$ cat src/rtl/fts_pkg.sv
// types, codes and defaults shared by the scheduler modules
`default_nettype none

package fts_pkg;

    localparam int THREAD_SLOTS_DEF = 16;

    // operation codes of the mode field
    localparam logic [1:0] MODE_CREATE = 2'd0;
    localparam logic [1:0] MODE_YIELD  = 2'd1;
    localparam logic [1:0] MODE_SCHED  = 2'd2;
    localparam logic [1:0] MODE_EXIT   = 2'd3;

    typedef enum logic [1:0] {
        ST_OK      = 2'd0,
        ST_NO_FREE = 2'd1,
        ST_RANGE   = 2'd2,
        ST_INVALID = 2'd3
    } t_status;

    typedef struct packed {
        logic [1:0]        mode;
        logic signed [7:0] target_thread;
    } t_in;

    typedef struct packed {
        logic [1:0] status;
        logic [5:0] running_thread;
        logic       running_present;
        logic [5:0] previous_thread;
        logic [5:0] created_thread;
    } t_out;

    typedef enum logic [2:0] {
        S_IDLE,
        S_DECODE,
        S_SCAN,
        S_DROP_OLD,
        S_DROP_TGT,
        S_APPEND_OLD,
        S_POP,
        S_OUT
    } t_state;

    // which id a queue pass or append works on
    typedef enum logic [1:0] {
        KEY_OLD,
        KEY_TGT,
        KEY_SCAN
    } t_key;

    typedef struct packed {
        logic    capture;
        logic    begin_op;
        logic    set_status;
        t_status status;
        logic    set_prev;
        logic    take_target;
        logic    free_cur;
        logic    scan_step;
        logic    drop;
        t_key    key;
        logic    append;
        logic    pop;
        logic    load_out;
    } t_cmd;

    typedef struct packed {
        logic [1:0] mode;
        logic       had;
        logic       present;
        logic       count_zero;
        logic       tgt_range_ok;
        logic       tgt_valid;
        logic       scan_hit;
        logic       scan_last;
        logic       drop_done;
    } t_sts;

endpackage

`default_nettype wire

$ cat src/rtl/fifo_thread_scheduler_top.sv
// round-robin thread scheduler: top level joining controller and datapath
//
// bookkeeping for THREAD_SLOTS thread slots: a valid bit per slot, a fifo
// ready queue of thread ids, the running thread and a rotating allocation
// pointer. each input beat carries one operation (create, yield, schedule,
// exit) and yields exactly one result beat with status, the running thread
// after the operation, the thread switched away from and the created slot.
// one operation is worked at a time; o_stall is high from the beat's
// acceptance until its result has been handed to the output register, and
// the next beat is taken while that result still waits downstream.
// steps per operation: a decode and a result load, and between them
//   create: one slot tested per cycle from the pointer, up to THREAD_SLOTS
//   yield: one or two queue passes, then an append if a thread was running
//   schedule: one pop, then a queue pass and an append when a thread
//          was running; nothing beyond decode when the queue is empty
//   exit: a queue pass when a thread was running, then one pop
// a queue pass rotates the ready queue one entry per cycle; the longest
// operation is a yield with a full queue. no clearing pass after reset:
// the block takes a beat in the first cycle after reset.
`default_nettype none

module fifo_thread_scheduler_top #(
    parameter int THREAD_SLOTS = fts_pkg::THREAD_SLOTS_DEF
) (
    input  wire logic         i_clk,
    input  wire logic         i_rst_n,
    // operation channel
    input  wire logic         i_valid,
    output logic              o_stall,
    input  wire fts_pkg::t_in i_data,
    // result channel
    output logic              o_valid,
    input  wire logic         i_stall,
    output fts_pkg::t_out     o_data
);

    // command and status between the sequencer and the datapath
    fts_pkg::t_cmd cmd;
    fts_pkg::t_sts sts;

    // state machine: decode, slot search, queue passes, pop, result load
    fts_ctrl u_ctrl (
        .i_clk   (i_clk),
        .i_rst_n (i_rst_n),
        .i_valid (i_valid),
        .o_stall (o_stall),
        .o_valid (o_valid),
        .i_stall (i_stall),
        .i_sts   (sts),
        .o_cmd   (cmd)
    );

    // slot bits, ready queue shift line, running thread, result register
    fts_dp #(
        .THREAD_SLOTS (THREAD_SLOTS)
    ) u_dp (
        .i_clk   (i_clk),
        .i_rst_n (i_rst_n),
        .i_data  (i_data),
        .i_cmd   (cmd),
        .o_sts   (sts),
        .o_data  (o_data)
    );

endmodule

`default_nettype wire

$ cat src/rtl/fts_ctrl.sv
// sequencing state machine of the thread scheduler
`default_nettype none

module fts_ctrl (
    input  wire logic         i_clk,
    input  wire logic         i_rst_n,
    input  wire logic         i_valid,
    output logic              o_stall,
    output logic              o_valid,
    input  wire logic         i_stall,
    input  wire fts_pkg::t_sts i_sts,
    output fts_pkg::t_cmd     o_cmd
);

    fts_pkg::t_state r_state;
    fts_pkg::t_state n_state;
    logic            r_ovalid;
    logic            n_ovalid;
    logic            out_free;

    assign out_free = !r_ovalid || !i_stall;

    always_ff @(posedge i_clk) begin
        if (!i_rst_n) begin
            r_state  <= fts_pkg::S_IDLE;
            r_ovalid <= 1'b0;
        end else begin
            r_state  <= n_state;
            r_ovalid <= n_ovalid;
        end
    end

    // next state
    always_comb begin
        n_state = r_state;
        case (r_state)
            fts_pkg::S_IDLE: begin
                if (i_valid) n_state = fts_pkg::S_DECODE;
            end
            fts_pkg::S_DECODE: begin
                case (i_sts.mode)
                    fts_pkg::MODE_CREATE: n_state = fts_pkg::S_SCAN;
                    fts_pkg::MODE_YIELD: begin
                        if (!(i_sts.tgt_range_ok && i_sts.tgt_valid)) begin
                            n_state = fts_pkg::S_OUT;
                        end else if (i_sts.present) begin
                            n_state = fts_pkg::S_DROP_OLD;
                        end else begin
                            n_state = fts_pkg::S_DROP_TGT;
                        end
                    end
                    fts_pkg::MODE_SCHED: begin
                        n_state = i_sts.count_zero ? fts_pkg::S_OUT : fts_pkg::S_POP;
                    end
                    default: begin
                        n_state = i_sts.present ? fts_pkg::S_DROP_OLD : fts_pkg::S_POP;
                    end
                endcase
            end
            fts_pkg::S_SCAN: begin
                if (i_sts.scan_hit || i_sts.scan_last) n_state = fts_pkg::S_OUT;
            end
            fts_pkg::S_DROP_OLD: begin
                if (i_sts.drop_done) begin
                    case (i_sts.mode)
                        fts_pkg::MODE_YIELD: n_state = fts_pkg::S_DROP_TGT;
                        fts_pkg::MODE_SCHED: n_state = fts_pkg::S_APPEND_OLD;
                        default:             n_state = fts_pkg::S_POP;
                    endcase
                end
            end
            fts_pkg::S_DROP_TGT: begin
                if (i_sts.drop_done) begin
                    n_state = i_sts.had ? fts_pkg::S_APPEND_OLD : fts_pkg::S_OUT;
                end
            end
            fts_pkg::S_APPEND_OLD: n_state = fts_pkg::S_OUT;
            fts_pkg::S_POP: begin
                if (i_sts.mode == fts_pkg::MODE_SCHED && i_sts.had) begin
                    n_state = fts_pkg::S_DROP_OLD;
                end else begin
                    n_state = fts_pkg::S_OUT;
                end
            end
            fts_pkg::S_OUT: begin
                if (out_free) n_state = fts_pkg::S_IDLE;
            end
            default: n_state = fts_pkg::S_IDLE;
        endcase
    end

    // commands
    always_comb begin
        o_cmd = '0;
        o_cmd.status = fts_pkg::ST_OK;
        o_cmd.key    = fts_pkg::KEY_OLD;
        case (r_state)
            fts_pkg::S_IDLE: o_cmd.capture = i_valid;
            fts_pkg::S_DECODE: begin
                o_cmd.begin_op = 1'b1;
                case (i_sts.mode)
                    fts_pkg::MODE_CREATE: ;
                    fts_pkg::MODE_YIELD: begin
                        if (!i_sts.tgt_range_ok) begin
                            o_cmd.set_status = 1'b1;
                            o_cmd.status     = fts_pkg::ST_RANGE;
                        end else if (!i_sts.tgt_valid) begin
                            o_cmd.set_status = 1'b1;
                            o_cmd.status     = fts_pkg::ST_INVALID;
                        end else begin
                            o_cmd.set_prev    = 1'b1;
                            o_cmd.take_target = 1'b1;
                        end
                    end
                    fts_pkg::MODE_SCHED: o_cmd.set_prev = !i_sts.count_zero;
                    default: begin
                        o_cmd.set_prev = 1'b1;
                        o_cmd.free_cur = i_sts.present;
                    end
                endcase
            end
            fts_pkg::S_SCAN: begin
                o_cmd.scan_step = 1'b1;
                o_cmd.key       = fts_pkg::KEY_SCAN;
                if (!i_sts.scan_hit && i_sts.scan_last) begin
                    o_cmd.set_status = 1'b1;
                    o_cmd.status     = fts_pkg::ST_NO_FREE;
                end
            end
            fts_pkg::S_DROP_OLD: begin
                o_cmd.drop = 1'b1;
                o_cmd.key  = fts_pkg::KEY_OLD;
            end
            fts_pkg::S_DROP_TGT: begin
                o_cmd.drop = 1'b1;
                o_cmd.key  = fts_pkg::KEY_TGT;
            end
            fts_pkg::S_APPEND_OLD: begin
                o_cmd.append = 1'b1;
                o_cmd.key    = fts_pkg::KEY_OLD;
            end
            fts_pkg::S_POP: o_cmd.pop = !i_sts.count_zero;
            fts_pkg::S_OUT: o_cmd.load_out = out_free;
            default: ;
        endcase
    end

    always_comb begin
        if (o_cmd.load_out) begin
            n_ovalid = 1'b1;
        end else if (r_ovalid && !i_stall) begin
            n_ovalid = 1'b0;
        end else begin
            n_ovalid = r_ovalid;
        end
    end

    assign o_stall = (r_state != fts_pkg::S_IDLE);
    assign o_valid = r_ovalid;

endmodule

`default_nettype wire

$ cat src/rtl/fts_dp.sv
// scheduler datapath: slot valid bits, ready queue, running thread, result register
`default_nettype none

module fts_dp #(
    parameter int THREAD_SLOTS = fts_pkg::THREAD_SLOTS_DEF
) (
    input  wire logic          i_clk,
    input  wire logic          i_rst_n,
    input  wire fts_pkg::t_in  i_data,
    input  wire fts_pkg::t_cmd i_cmd,
    output fts_pkg::t_sts      o_sts,
    output fts_pkg::t_out      o_data
);

    localparam int IW = $clog2(THREAD_SLOTS);
    localparam int CW = $clog2(THREAD_SLOTS + 1);

    logic [1:0]          r_mode;
    logic signed [7:0]   r_target;
    logic [THREAD_SLOTS-1:0] r_valid, n_valid;
    logic [IW-1:0]       r_q [THREAD_SLOTS];
    logic [IW-1:0]       n_q [THREAD_SLOTS];
    logic [CW-1:0]       r_count, n_count;
    logic [IW-1:0]       r_cur, n_cur;
    logic                r_present, n_present;
    logic [IW-1:0]       r_search, n_search;
    logic [IW-1:0]       r_old, n_old;
    logic                r_had, n_had;
    logic [IW-1:0]       r_prev, n_prev;
    logic [IW-1:0]       r_created, n_created;
    logic [1:0]          r_status, n_status;
    logic [IW-1:0]       r_ptr, n_ptr;
    logic [IW-1:0]       r_scan, n_scan;
    logic [CW-1:0]       r_step, n_step;
    logic                r_found, n_found;
    fts_pkg::t_out       r_out, n_out;

    logic [IW-1:0]       key;
    logic [IW-1:0]       head;
    logic [CW-1:0]       tail_full;
    logic [IW-1:0]       tail;
    logic                drop_done;
    logic                range_ok;
    logic                scan_hit;
    logic                do_append;

    always_comb begin
        case (i_cmd.key)
            fts_pkg::KEY_OLD:  key = r_old;
            fts_pkg::KEY_TGT:  key = r_target[IW-1:0];
            fts_pkg::KEY_SCAN: key = r_ptr;
            default:           key = r_old;
        endcase
    end

    assign head      = r_q[0];
    assign tail_full = r_count - CW'(1) - CW'(r_found);
    assign tail      = tail_full[IW-1:0];
    assign drop_done = (r_step == r_count);
    assign range_ok  = !r_target[7] && ({1'b0, r_target[6:0]} < 8'(THREAD_SLOTS));
    assign scan_hit  = !r_valid[r_ptr];
    assign do_append = i_cmd.append || (i_cmd.scan_step && scan_hit);

    always_comb begin
        n_valid   = r_valid;
        n_q       = r_q;
        n_count   = r_count;
        n_cur     = r_cur;
        n_present = r_present;
        n_search  = r_search;
        n_old     = r_old;
        n_had     = r_had;
        n_prev    = r_prev;
        n_created = r_created;
        n_status  = r_status;
        n_ptr     = r_ptr;
        n_scan    = r_scan;
        n_step    = r_step;
        n_found   = r_found;
        n_out     = r_out;

        if (i_cmd.begin_op) begin
            n_old     = r_cur;
            n_had     = r_present;
            n_prev    = '0;
            n_created = '0;
            n_status  = fts_pkg::ST_OK;
            n_ptr     = r_search;
            n_scan    = '0;
        end
        if (i_cmd.set_prev) n_prev = r_present ? r_cur : '0;
        if (i_cmd.set_status) n_status = i_cmd.status;
        if (i_cmd.take_target) begin
            n_cur     = r_target[IW-1:0];
            n_present = 1'b1;
        end
        if (i_cmd.free_cur) begin
            n_valid[r_cur] = 1'b0;
            n_present      = 1'b0;
            n_cur          = '0;
        end

        // slot search, one slot a cycle from the rotating pointer
        if (i_cmd.scan_step) begin
            if (scan_hit) begin
                n_valid[r_ptr] = 1'b1;
                n_search       = r_ptr;
                n_created      = r_ptr;
            end else begin
                n_ptr  = (r_ptr == IW'(THREAD_SLOTS - 1)) ? '0 : r_ptr + 1'b1;
                n_scan = r_scan + 1'b1;
            end
        end

        // drop pass: rotate the queue once, leaving out the first match
        if (i_cmd.drop) begin
            if (!drop_done) begin
                for (int k = 0; k < THREAD_SLOTS - 1; k++) begin
                    n_q[k] = r_q[k+1];
                end
                if (head == key && !r_found) begin
                    n_found = 1'b1;
                end else begin
                    n_q[tail] = head;
                end
                n_step = r_step + 1'b1;
            end else begin
                n_count = r_count - CW'(r_found);
                n_step  = '0;
                n_found = 1'b0;
            end
        end

        if (do_append && (r_count < CW'(THREAD_SLOTS))) begin
            n_q[r_count[IW-1:0]] = key;
            n_count              = r_count + 1'b1;
        end

        if (i_cmd.pop) begin
            for (int k = 0; k < THREAD_SLOTS - 1; k++) begin
                n_q[k] = r_q[k+1];
            end
            n_count   = r_count - 1'b1;
            n_cur     = head;
            n_present = 1'b1;
        end

        if (i_cmd.load_out) begin
            n_out.status          = r_status;
            n_out.running_thread  = r_present ? 6'(r_cur) : '0;
            n_out.running_present = r_present;
            n_out.previous_thread = 6'(r_prev);
            n_out.created_thread  = 6'(r_created);
        end
    end

    always_ff @(posedge i_clk) begin
        if (!i_rst_n) begin
            r_valid   <= THREAD_SLOTS'(1);
            r_count   <= '0;
            r_cur     <= '0;
            r_present <= 1'b1;
            r_search  <= '0;
            r_step    <= '0;
            r_found   <= 1'b0;
        end else begin
            r_valid   <= n_valid;
            r_count   <= n_count;
            r_cur     <= n_cur;
            r_present <= n_present;
            r_search  <= n_search;
            r_step    <= n_step;
            r_found   <= n_found;
        end
    end

    always_ff @(posedge i_clk) begin
        if (i_cmd.capture) begin
            r_mode   <= i_data.mode;
            r_target <= i_data.target_thread;
        end
        r_q       <= n_q;
        r_old     <= n_old;
        r_had     <= n_had;
        r_prev    <= n_prev;
        r_created <= n_created;
        r_status  <= n_status;
        r_ptr     <= n_ptr;
        r_scan    <= n_scan;
        r_out     <= n_out;
    end

    assign o_sts.mode         = r_mode;
    assign o_sts.had          = r_had;
    assign o_sts.present      = r_present;
    assign o_sts.count_zero   = (r_count == '0);
    assign o_sts.tgt_range_ok = range_ok;
    assign o_sts.tgt_valid    = range_ok && r_valid[r_target[IW-1:0]];
    assign o_sts.scan_hit     = scan_hit;
    assign o_sts.scan_last    = (r_scan == IW'(THREAD_SLOTS - 1));
    assign o_sts.drop_done    = drop_done;

    assign o_data = r_out;

endmodule

`default_nettype wire

$ cat config.mk
export PLATFORM = sky130hd
export DESIGN_NAME = fifo_thread_scheduler_top
export DESIGN_NICKNAME = d
export VERILOG_FILES = /design/src/rtl/fts_pkg.sv /design/src/rtl/fifo_thread_scheduler_top.sv /design/src/rtl/fts_ctrl.sv /design/src/rtl/fts_dp.sv
export SDC_FILE = /design/constraint.sdc
export NUM_CORES = 1
export LEC_CHECK = 0
export CAP_MARGIN = 30
export CORE_MARGIN = 2
export CORE_UTILIZATION = 45
export CTS_CLUSTER_DIAMETER = 120
export DETAILED_ROUTE_END_ITERATION = 8
export DONT_BUFFER_PORTS = 1
export HOLD_SLACK_MARGIN = 0.03
export PLACE_DENSITY = 0.63
export SYNTH_ARGS = -nofsm -noshare
export SYNTH_HDL_FRONTEND = slang
export SYNTH_SLANG_ARGS = --single-unit
$ cat constraint.sdc
create_clock -name i_clk -period 4.4 [get_ports i_clk]
set_input_delay 0.22 -clock i_clk [delete_from_list [all_inputs] [get_ports i_clk]]
set_output_delay 0.22 -clock i_clk [all_outputs]
set_load 0.03 [all_outputs]
==> results, run 1 <==
- During synthesis, Yosys emitted a total of 0 warnings.
- The final worst hold slack is 0.05140 ns.
- The worst setup path is captured at a flip-flop.
- Setup violations remaining at the end of the flow were counted as 0.
- The proportion of layout cells with a drive suffix above 1 is 0.1034.
- The worst setup path is of the reg2reg kind.
- Data on the critical path is required at its endpoint by approximately 4.7 ns.
- The most repeated cell in the gate-level netlist after synthesis is dfxtp_1.
- After routing, the total negative slack on setup checks comes to 0 ns.
- Entering global routing, the biggest net connects 30 pins.
- By count the netlist is led by dfxtp_1, a21oi_1, nor2_1, nand2_1, o21ai_0.
- The count of final max-slew check failures is 0.
- The number of primary I/O pins is 37.
- In the routed design, unresolved DRC markers number 0.
- The share of the clock period used by the worst path is 0.8137.
- The number of nets in the finished design is approximately 970.
- The number of enable flip-flop cells after synthesis is 36.
- The worst path meets setup with 0.8196 ns of slack.
- Clock skew on the completed layout was measured at 0.01596 ns.
- Dividing the detail-routed via count by the number of cells gives 6.257.
- For this design the ratio of total power to cell area is 685.0 mW/mm^2.
- The average instance area after synthesis is around 9.0 um^2.
- The number of instances in the synthesized netlist is 958.
- The routed wire length per instance is between 15 and 20 um.
- The count of input and output buffers is 0.
- Counting flops with an async set or reset pin after synthesis yields a share of 0.
- Setup repair after global routing left no endpoint under its margin.
- 0 antenna diodes ended up in the layout.
- The clock tree from TritonCTS is built.
- Across the run, the number of max-cap violations was 0.
- For the finished layout, the period the worst path requires is between 3 and 4 ns.
- The peak supply drop is 0.4082 mV.
- The first global-routing pass estimated between 30000 and 40000 um of wire.
- The core occupancy in the finished layout is 0.5054.
- The H-tree depth is 4.
- The via count of the first global-routing pass is 6941.
- The weighted congestion at the end of routability-driven global placement is 0.8859.
- In this run, distinct cell masters in the synthesized netlist total 73.
- The initialized floorplan defines 50 standard-cell rows.
- The clock latency on the worst-skew pair is 0.44 ns.
- For this run, the number of standard cells in the final layout without fillers is 1182.
- The global-route usage over all layers is 0.2388.
- The vertical extent of the die is 142.2 um.
- The synthesized netlist occupies a cell area of 0.008597 mm^2.
- STA classifies the critical path startpoint as a flip-flop.
- The clock input transition at the sequential cells of the worst setup and hold paths is roughly 0.08 ns.
- The analysis attributes to cell leakage a power of 3.657 nW.
- The via total after detailed routing is 7396.
- Of the synthesized area, sequential elements account for 0.3959.
- The setup fix buffers added after clock tree synthesis is 0.
- The number of CTS-inserted buffers is 17.
- The worst min-delay path class is in2reg.
- Ranked by total cell area, the synthesized netlist is headed by dfxtp_1, edfxtp_1, mux2i_1.
- At the pin with the least slew margin, the transition time is between 1 and 1.5 ns.
- For this run, the leading register cell type out of synthesis is dfxtp_1.
- The number of DRC violations after detailed-routing iteration 0 is 839.
- The width of the die is 142.2 um.
- The root buffer cell is clkbuf_16.
- The run finished with clean final reports.
- The worst slack at placement is 0.8965 ns.
- The clock passes through at most 2 buffers.
- Counting every sink on the clock net gives 152.
- Once detail routing completed, the nets flagged for antenna violations numbered 0.
- After detailed placement, the design holds a cell count of 1136.
- Of all cell types, the one taking the most synthesized area is dfxtp_1.
- Along the worst path, the maximum fanout reaches 15.
- The routed design has 23560 um of wire.
- The area share of the largest cell type after synthesis is 0.2701.
- The relative max-transition margin is 0.3078.
- The post-synthesis sequential element count is 152.
- The initial antenna violation count came to 0.
- The placed wire-length estimate is 16010 um.
- For this configuration, the core starts out at a cell density of 0.4596.
- For this run, the top clock speed supported by timing is 279.3 MHz.
- The core outline area is 0.01871 mm^2.
- Compared with the post-synthesis result, the final layout area differs by 9.969%.
- STA puts the critical path data arrival time at 3.91 ns.
- The floorplan die area is 0.02023 mm^2.
- The final hold violation count is 0.
- The number of iterations in the first detailed-routing pass is 5.
- The total global routing overflow is 0.
## path summary, 6_finish.rpt
path	start	end	slack, ns	cells after the start
hold reg to reg	u_dp.r_prev[0]$_SDFFCE_PN0P_	u_dp.o_data[6]$_DFFE_PP_	0.42	0
hold / removal	i_rst_n	u_dp.r_count[1]$_SDFFE_PN0P_	0.05	2
setup reg to reg	u_dp.r_ptr[1]$_DFF_P_	u_dp.r_count[4]$_SDFFE_PN0P_	0.82	13
setup / recovery	u_dp.r_ptr[1]$_DFF_P_	u_dp.r_count[4]$_SDFFE_PN0P_	0.82	13
## timing repair
action,CTS,global route
resized for setup,0,0
endpoints found under the hold margin,21,0
hold buffers,12,0
## cell usage in the layout, fill, tap and decap left out, types with 5 or more instances in the layout
cell and count:
inv_6 5, mux4_2 7, clkbuf_16 17, nand2_1 71
o31ai_1 10, nand3_1 24, a221oi_1 5, o221a_2 19
nor4_1 10, dlygate4sd3_1 12, nor2_1 74, and3_1 8
mux2i_1 44, or3_1 11, o21a_1 5, inv_1 22
buf_4 17, o22ai_1 8, o21ai_0 60, edfxtp_1 36
conb_1 6, a2bb2oi_1 8, a22oi_1 7, a211oi_1 13
o211ai_1 6, a31oi_1 9, nand2b_1 28, mux2_2 6
xor2_1 12, o2111ai_1 6, dfxtp_1 116, or2_2 6
a21oi_1 86, o311a_1 10, nor3_1 23, or4_1 7
o221ai_1 13, and2_1 16, xnor2_1 14, ha_1 22
## kinds of logic after synthesis
| logic type | after synthesis | share of synthesized area |
|---|---|---|
| fa+ha+maj | 23 | 0.03435 |
| mux | 57 | 0.07743 |
| simple gates | 300 | 0.1761 |
| other cells | 1 | 0.0004362 |
| compound gates | 298 | 0.2369 |
| xor+xnor | 26 | 0.02649 |
| buf+inv | 101 | 0.05239 |
| flops | 152 | 0.3959 |
## critical path, stage by stage, from the launching register on
cell and delay (ns):
dfxtp_1 0.76, mux2i_1 0.17, mux4_2 0.54, a222oi_1 0.50, or2_4 0.24, nand2b_1 0.07
ha_1 0.19, inv_1 0.06, fa_1 0.20, inv_1 0.05, a21o_1 0.14, a21oi_1 0.19
xnor2_1 0.10, a41o_1 0.24
## per-layer routing
layer	vias up	track usage	wire [um]
met2	294	0.3768	10770
met1	3540	0.3343	10840
met4	0	0.06474	331
li1	3530	-	-
met5	-	0	0
met3	32	0.04812	1624
## power by group
| group | switching (mW) | internal (mW) |
|---|---|---|
| registers | 0.536 | 1.92 |
| clock network | 0.702 | 0.822 |
| logic | 1.47 | 1.03 |
## flip-flops by register name (all words and copies together), names as in the netlist, 5 cells and up
register       flops
u_dp.r_q          60
u_dp.r_valid      16
u_dp.o_data       15
u_dp.r_target      8
u_dp.r_count       5
u_dp.r_step        5
## final cells by class
cell class	count	area (um^2)
Timing Repair Buffer	31	277.8
Tap cell	234	292.8
Clock inverter	15	191.4
Inverter	23	86.33
Multi-Input combinational cell	710	4777
Sequential cell	152	3403
Fill cell	1713	9251
Clock buffer	17	425.4
## through the flow
stage	total power, mW	instance area, um^2
after global routing	6.877	9454
after floorplan	4.202	8616
after CTS	6.444	9424
final	6.476	9454
after detailed placement	4.901	8687
after global placement	4.881	8687
Power figures use the tool's default switching activity.
==> inputs of run 2 (changes only) <==
--- a/config.mk
+++ b/config.mk
@@ -12,7 +12,7 @@
 export DETAILED_ROUTE_END_ITERATION = 8
 export DONT_BUFFER_PORTS = 1
 export HOLD_SLACK_MARGIN = 0.03
-export PLACE_DENSITY = 0.63
+export PLACE_DENSITY = 0.65
 export SYNTH_ARGS = -nofsm -noshare
 export SYNTH_HDL_FRONTEND = slang
 export SYNTH_SLANG_ARGS = --single-unit
==> constraint.sdc (replaced) <==
create_clock -name i_clk -period 3 [get_ports i_clk]
set_input_delay 0.15 -clock i_clk [delete_from_list [all_inputs] [get_ports i_clk]]
set_output_delay 0.15 -clock i_clk [all_outputs]
set_load 0.03 [all_outputs]
==> run 2 against run 1 <==
- first-iteration DRC count up 2.0%
- core utilization up 2.5 points
- combinational power up 69%
- non-clock buffer count up 55
- cell area up 4.9%
- die area unchanged
- global-route usage up 0.90 points
- register-to-register slack worse by 0.69 ns
- sequential share of layout area down 1.6 points
- clock skew down 0.0046 ns
==> results, run 2 (same netlist as run 1, synthesis figures left out) <==
- The weighted congestion at the end of routability-driven global placement came to 0.9442 (+6.6%).
- STA classifies the critical path startpoint as a flip-flop.
- The worst slack at placement was 0.04816 ns (-0.8483 ns).
- In this design, the critical path's most frequently occurring cell is buf_4.
- The peak supply drop is 0.5645 mV (+38%).
- The critical-path maximum fanout is 10 (-5).
- The logic depth of the worst register-to-register path is 13 (unchanged).
- TritonCTS built the clock tree.
- The most frequent standard cell in the layout excluding fill and tap cells is dfxtp_1.
- The final critical path time including I/O delays and setup is 2.871 ns (-0.7090 ns).
- The number of iterations in the first detailed-routing pass is 6 (+1).
- The floorplan die area is 0.02023 mm^2 (unchanged).
- The relative max-transition margin is 0.3727 (+0.06487).
- The capture instance of the worst register-to-register path is u_dp.r_count[4]$_SDFFE_PN0P_.
- The maximum achievable frequency is 348.3 MHz (+25%).
- The number of core rows is 50 (unchanged).
- The static leakage power is 3.906 nW (+6.8%).
- The routed wire length per instance is 19.55 um (-2.0%).
- For hold timing, the worst endpoint is u_dp.o_data[12]$_DFFE_PP_.
- Ranked by flip-flop count, first place goes to u_dp.r_q.
- The H-tree depth is 4 (unchanged).
- The slew at the pin with the worst max-slew slack is 0.9338 ns (-0.1031 ns).
- The share of the clock period used by the worst path is 0.9571 (+0.1434).
- The number of primary I/O pins is 37 (unchanged).
- The data arrival time of the worst path is 3.20 ns (-0.71 ns).
- The count of filler cells inserted in the layout was 1704 (-0.53%).
- The proportion of layout cells with a drive suffix above 1 is 0.1655 (+0.06213).
- The via total after detailed routing is 7628 (+3.1%).
- The run finished with clean final reports.
- Clock tree synthesis selected as its root buffer the cell clkbuf_16.
- The max-cap check violation count is 0 (unchanged).
- The maximum buffer depth of the clock tree is 2 (unchanged).
- The core occupancy in the finished layout is 0.5300 (+0.02455).
- Setup repair after global routing could not meet its margin everywhere.
- The count of final max-slew check failures is 0 (unchanged).
- The power density over the cells was 990.5 mW/mm^2 (+45%).
- The placed wire-length estimate is 16760 um (+4.7%).
- The number of clock sinks was 152 (unchanged).
- The number of DRC violations after detailed-routing iteration 0 is 856 (+2.0%).
- The initial antenna violation count is 0 (unchanged).
- The start point of the worst hold path is i_stall.
- The final hold violation count came to 0 (unchanged).
- The vias per cell came to 6.167 (-1.4%).
- The worst-case setup margin in the final layout is 0.1286 ns (-0.6910 ns).
- The global-route usage over all layers is 0.2478 (+0.009002).
- The register-to-register setup slack is 0.13 ns (-0.69 ns).
- The setup-violating endpoint count in the final report was 0 (unchanged).
- The clock input transition at the sequential cells of the worst setup and hold paths is 0.07 ns (about the same).
- The startpoint-to-endpoint class of the critical path is reg2reg.
- The worst hold path belongs to the class in2reg.
- The slowest stage of the critical path is the mux4_2 cell.
- The width of the die is 142.2 um (unchanged).
- The total global routing overflow is 0 (unchanged).
- The number of CTS-inserted buffers is 17 (unchanged).
- The sum of routed wire length over all layers was 24180 um (+2.6%).
- The via count of the first global-routing pass is 7402 (+6.6%).
- STA classifies the critical path endpoint as a flip-flop.
- The first-pass GRT wire length is 39430 um (+4.0%).
- The total negative slack is 0 ns (unchanged).
- The worst hold path depth is 2 (unchanged).
- The critical path required time came to 3.32 ns (-1.41 ns).
- The area growth from synthesis to final layout is 15.31%.
- The clock latency on the worst-skew pair is 0.43 ns (about the same).
- Traced cell by cell, the critical path runs through mux2i_1 > mux4_2 > a222oi_1 > buf_4 > or2_4 > nand2_1 > buf_4 > fa_2 > inv_2 > a21o_1 > a21oi_2 > xnor2_1 > a41o_1.
- The maximum single-stage delay on the critical path came to 0.48 ns (-0.28 ns).
- The core outline area is 0.01871 mm^2 (unchanged).
- The final antenna-violating net count was 0 (unchanged).
- The number of design rule violations left after detail routing is 0 (unchanged).
- The initial standard-cell utilization of the core was 0.4596 (unchanged).
- The clock tree skew after final layout was 0.01133 ns (-0.004627 ns).
- The flip-flop count of the largest register after layout is 60 (unchanged).
- The antenna diode count is 0 (unchanged).
- The count of input and output buffers is 0 (unchanged).
- The largest net degree at the start of global routing is 41 (+37%).
- The vertical extent of the die is 142.2 um (unchanged).
- Leaving out fill and tap cells, the most frequent cells in the layout are dfxtp_1, a21oi_1, nor2_1, buf_4, nand2_1.
- The number of nets in the finished design is 1027 (+5.7%).
- The startpoint of the worst register-to-register path is u_dp.r_ptr[1]$_DFF_P_.
[run 2: changes by cell type in the layout (fill, tap and decap cells not counted), sizes merged]
cell      before  now
buf           19   74
inv           32   29
clkbuf        17   19
clkinvlp       1    3
clkinv         4    3
[run 2: layout make-up]
cell class	instances	area [um^2]	area share
flip-flops and latches	152	3407	0.3437
clock buffers	19	464.2	0.04683
multi-input cells	710	4843	0.4886
well taps	234	292.8	0.02953
clock inverters	13	131.4	0.01325
repair buffers	86	688.2	0.06942
inverters	23	86.33	0.008709
[run 2: worst max-delay path by stage]
stage | start | end | slack, ns | cells past startpoint
2_1_floorplan | u_dp.r_ptr[1]$_DFF_P_ | u_dp.r_count[4]$_SDFFE_PN0P_ | -0.21 | 17
3_3_place_gp | u_dp.r_ptr[1]$_DFF_P_ | u_dp.r_count[4]$_SDFFE_PN0P_ | 0.10 | 13
3_5_place_dp | u_dp.r_ptr[1]$_DFF_P_ | u_dp.r_count[4]$_SDFFE_PN0P_ | 0.05 | 13
4_1_cts | u_dp.r_ptr[1]$_DFF_P_ | u_dp.r_count[4]$_SDFFE_PN0P_ | 0.02 | 13
5_1_grt | u_dp.r_ptr[1]$_DFF_P_ | u_dp.r_count[3]$_SDFFE_PN0P_ | -0.04 | 14
6_report | u_dp.r_ptr[1]$_DFF_P_ | u_dp.r_count[4]$_SDFFE_PN0P_ | 0.13 | 13
[run 2: where the power goes]
group / internal (mW) / switching [mW]
registers: 2.82 / 0.598
logic: 1.76 / 2.47
clock network: 1.23 / 0.940
[run 2: critical path: cells and delay by family, from the launching register on]
family,cells,cell delay (ns)
muxes,2,0.57
xor gates and xnor gates,1,0.12
and+or+nand+nor,2,0.20
adders and majority gates,1,0.35
AOI/OAI and AO/OA,4,0.70
DFF,1,0.44
buffers and inverters,3,0.37
[run 2: what timing repair did]
| item | 4_1_cts | 5_1_grt |
|---|---|---|
| buffers inserted | 0 | 3 |
| endpoints found under the setup margin | 0 | 43 |
| endpoints found under the hold margin | 22 | 0 |
| gates resized for setup | 0 | 10 |
| hold buffers | 12 | 0 |
[run 2: stage by stage]
step | instances | area, um^2 | power [mW] | hold WS, ns
6_report | 1237 | 9913 | 9.819 | 0.1436
5_1_grt | 1237 | 9913 | 10.44 | 0.1424
4_1_cts | 1234 | 9834 | 9.703 | 0.1382
3_5_place_dp | 1190 | 9119 | 7.504 | 0.2431
3_3_place_gp | 1189 | 9111 | 7.456 | 0.2266
2_1_floorplan | 963 | 8630 | 6.167 | 0.2489
[run 2: routing by layer]
layer / part of all wire / GRT usage / vias up / routed length, um
met3: 0.068 / 0.05653 / 38 / 1653
met4: 0.018 / 0.07842 / 0 / 431
met1: 0.46 / 0.3413 / 3668 / 11100
li1: - / - / 3644 / -
met2: 0.45 / 0.3872 / 278 / 10990
met5: 0 / 0 / - / 0
==> inputs of run 3 (changes only) <==
--- a/config.mk
+++ b/config.mk
@@ -12,7 +12,7 @@
 export DETAILED_ROUTE_END_ITERATION = 8
 export DONT_BUFFER_PORTS = 1
 export HOLD_SLACK_MARGIN = 0.03
-export PLACE_DENSITY = 0.65
+export PLACE_DENSITY = 0.63
 export SYNTH_ARGS = -nofsm -noshare
 export SYNTH_HDL_FRONTEND = slang
 export SYNTH_SLANG_ARGS = --single-unit
==> constraint.sdc (replaced) <==
create_clock -name i_clk -period 2.9 [get_ports i_clk]
set_input_delay 0.145 -clock i_clk [delete_from_list [all_inputs] [get_ports i_clk]]
set_output_delay 0.145 -clock i_clk [all_outputs]
set_load 0.03 [all_outputs]
==> run 3 against run 2 <==
- combinational power is 8.3% higher
- cell area rose by 1.6%
- worst hold slack worse by 0.036 ns
- clock power rose by 3%
- non-clock buffer count increased by 8
- count of clock-buffer cells in the layout is 4 higher
- core utilization is 0.85 points higher
- via count is 0.39% lower
- first-iteration DRC count decreased by 25%
- clock skew is 0.00089 ns higher
- worst setup slack worse by 0.12 ns
- wire length grew 2.0%
==> results, run 3 (same netlist as run 1, synthesis figures left out) <==
- The worst min-delay path class is in2reg.
- The number of clock sinks was 152 (unchanged).
- The number of core rows is 50 (unchanged).
- The clock tree skew after final layout came to 0.01222 ns (+0.0008871 ns).
- The data arrival time of the worst path came to 3.22 ns (+0.02 ns).
- The core outline area is 0.01871 mm^2 (unchanged).
- The routed wire length per instance is 19.80 um (+1.3%).
- The critical path goes through mux2i_1 > mux4_2 > a222oi_1 > buf_4 > or2_4 > nand2b_1 > ha_2 > inv_2 > fa_2 > inv_1 > a21o_1 > a21oi_2 > xnor2_1 > a41o_1.
- The placement-stage cell area came to 0.009168 mm^2 (+0.54%).
- The sum of internal, switching and leakage power was 10.35 mW (+5.4%).
- The final antenna-violating net count is 0 (unchanged).
- The final critical path time including I/O delays and setup is 2.894 ns (+0.02251 ns).
- The via count of the first global-routing pass is 7069 (-4.5%).
- The number of nets in the finished design was 1035 (+0.78%).
- The count of filler cells inserted in the layout is 1648 (-3.3%).
- The antenna diode count was 0 (unchanged).
- The area taken by flip-flops and latches is 0.003411 mm^2 (+0.11%).
- The clock tree from TritonCTS is built.
- The number of CTS-inserted buffers is 17 (unchanged).
- The H-tree depth came to 4 (unchanged).
- The power density over the cells is 1028 mW/mm^2 (+3.8%).
- The vertical extent of the die is 142.2 um (unchanged).
- The number of design rule violations left after detail routing is 0 (unchanged).
- The largest register by flop count is u_dp.r_q.
- The most frequent standard cell in the layout excluding fill and tap cells is dfxtp_1.
- The flip-flop count of the largest register after layout came to 60 (unchanged).
- The total global routing overflow is 0 (unchanged).
- The maximum achievable frequency is 345.6 MHz (-0.78%).
- The kind of launch point of the worst setup path is a flip-flop.
- STA classifies the critical path endpoint as a flip-flop.
- The via total after detailed routing was 7598 (-0.39%).
- The count of final max-slew check failures is 0 (unchanged).
- The count of input and output buffers came to 0 (unchanged).
- The run finished with clean final reports.
- The setup-violating endpoint count in the final report is 0 (unchanged).
- The proportion of layout cells with a drive suffix above 1 is 0.1830 (+0.01748).
- The critical-path maximum fanout is 10 (unchanged).
- The final hold violation count is 0 (unchanged).
- Setup repair after global routing could not meet its margin everywhere.
- The most critical setup path has its startpoint at u_dp.r_ptr[1]$_DFF_P_.
- The clock latency on the worst-skew pair is 0.43 ns (about the same).
- The critical path required time was 3.23 ns (-0.09 ns).
- The multi-input combinational cell area came to 0.004936 mm^2 (+1.9%).
- In the layout the commonest cells are dfxtp_1, a21oi_1, buf_4, nor2_1, nand2_1.
- The startpoint identified for the worst register-to-register timing path is u_dp.r_ptr[1]$_DFF_P_.
- The number of iterations in the first detailed-routing pass is 5 (-1).
- In this run the clock root is driven by a clkbuf_16.
- The first-pass GRT wire length is 39050 um (-0.98%).
- The sum of routed wire length over all layers is 24650 um (+2.0%).
- The maximum buffer depth of the clock tree was 2 (unchanged).
- The global-route usage over all layers is 0.2481 (+0.0003772).
- The critical path's slowest cell is mux4_2.
- The worst hold path begins at i_rst_n.
- The maximum single-stage delay on the critical path is 0.49 ns (about the same).
- The number of primary I/O pins is 37 (unchanged).
- The initial standard-cell utilization of the core is 0.4596 (unchanged).
- The weighted congestion at the end of routability-driven global placement came to 0.9338 (-1.1%).
- The share of the clock period used by the worst path was 0.9979 (+0.04077).
- The width of the die is 142.2 um (unchanged).
- The largest net degree at the start of global routing is 41 (unchanged).
- The vias per cell was 6.103 (-1.0%).
- The placed wire-length estimate is 17030 um (+1.6%).
- The max-cap check violation count is 0 (unchanged).
- The slew at the pin with the worst max-slew slack is 0.8037 ns (-0.1301 ns).
- The relative max-transition margin is 0.4601 (+0.08739).
- The initial antenna violation count is 0 (unchanged).
- The area growth from synthesis to final layout is 17.16%.
- The peak supply drop is 0.6944 mV (+23%).
- The final standard cell area without fillers was 0.01007 mm^2 (+1.6%).
- The clock input transition at the sequential cells of the worst setup and hold paths came to 0.07 ns (about the same).
- The floorplan die area came to 0.02023 mm^2 (unchanged).
- The number of DRC violations after detailed-routing iteration 0 is 645 (-25%).
- The final worst hold slack came to 0.1076 ns (-0.03601 ns).
- The startpoint-to-endpoint class of the critical path is reg2reg.
- The static leakage power is 3.971 nW (+1.7%).
run 3: cell types whose count changed in the layout (fill, tap and decap cells not counted), sizes merged:
cell      change
buf           +8
bufinv        +2
clkbuf        +4
clkinvlp      -1
inv           -5
run 3: metal layers:
metal | GRT usage | vias up | wire [um] | part of all wire
li1 | - | 3658 | - | -
met1 | 0.3578 | 3642 | 11470 | 0.47
met2 | 0.3773 | 272 | 11280 | 0.46
met3 | 0.05249 | 26 | 1594 | 0.065
met4 | 0.06737 | 0 | 311 | 0.013
met5 | 0 | - | 0 | 0
run 3: repair_timing:
action / CTS / global route
hold buffers: 12 / 0
resized for setup: 1 / 31
setup buffers: 2 / 3
pin swaps: 2 / 1
hold endpoints to repair: 21 / 0
endpoints found under the setup margin: 10 / 67
run 3: cell type report:
type	instances	share of cell area
inverter	23	0.008571
clock inverter	9	0.01255
tap	234	0.02907
timing repair buffer	94	0.07665
multi-input combinational	710	0.4901
clock buffer	23	0.04447
sequential	152	0.3386
run 3: worst paths after layout:
check / end / slack, ns / depth (start not counted)
worst min register to register: u_dp.o_data[9]$_DFFE_PP_ / 0.43 / 0
worst max-delay path: u_dp.r_count[4]$_SDFFE_PN0P_ / 0.006 / 14
worst max register to register: u_dp.r_count[4]$_SDFFE_PN0P_ / 0.006 / 14
worst min-delay path: u_dp.r_count[1]$_SDFFE_PN0P_ / 0.11 / 2
run 3: per-stage QoR:
| stage | TNS (ns) | instances | util | setup slack, ns |
|---|---|---|---|---|
| floorplan | -1.010 | 963 | - | -0.3104 |
| CTS | 0 | 1242 | 0.5282 | 0.01415 |
| detailed placement | -0.6337 | 1196 | 0.4901 | -0.2099 |
| global route | -0.3533 | 1245 | 0.5385 | -0.1375 |
| finish | 0 | 1245 | 0.5385 | 0.006074 |
| global placement | -0.3801 | 1195 | 0.4895 | -0.1234 |
run 3: where the power goes:
part	switching, mW	internal [mW]
Combinational	2.67	1.91
Sequential	0.617	2.92
Clock	0.890	1.35
run 3: worst max-delay path, delay by kind of cell (launching register included):
family	cells	cell delay, ns
multiplexers	2	0.59
AO/OA/AOI/OAI	4	0.85
buffers and inverters	3	0.30
adder cells (fa/ha/maj)	2	0.38
AND/OR/NAND/NOR	2	0.19
XOR/XNOR	1	0.07
flip-flops	1	0.44
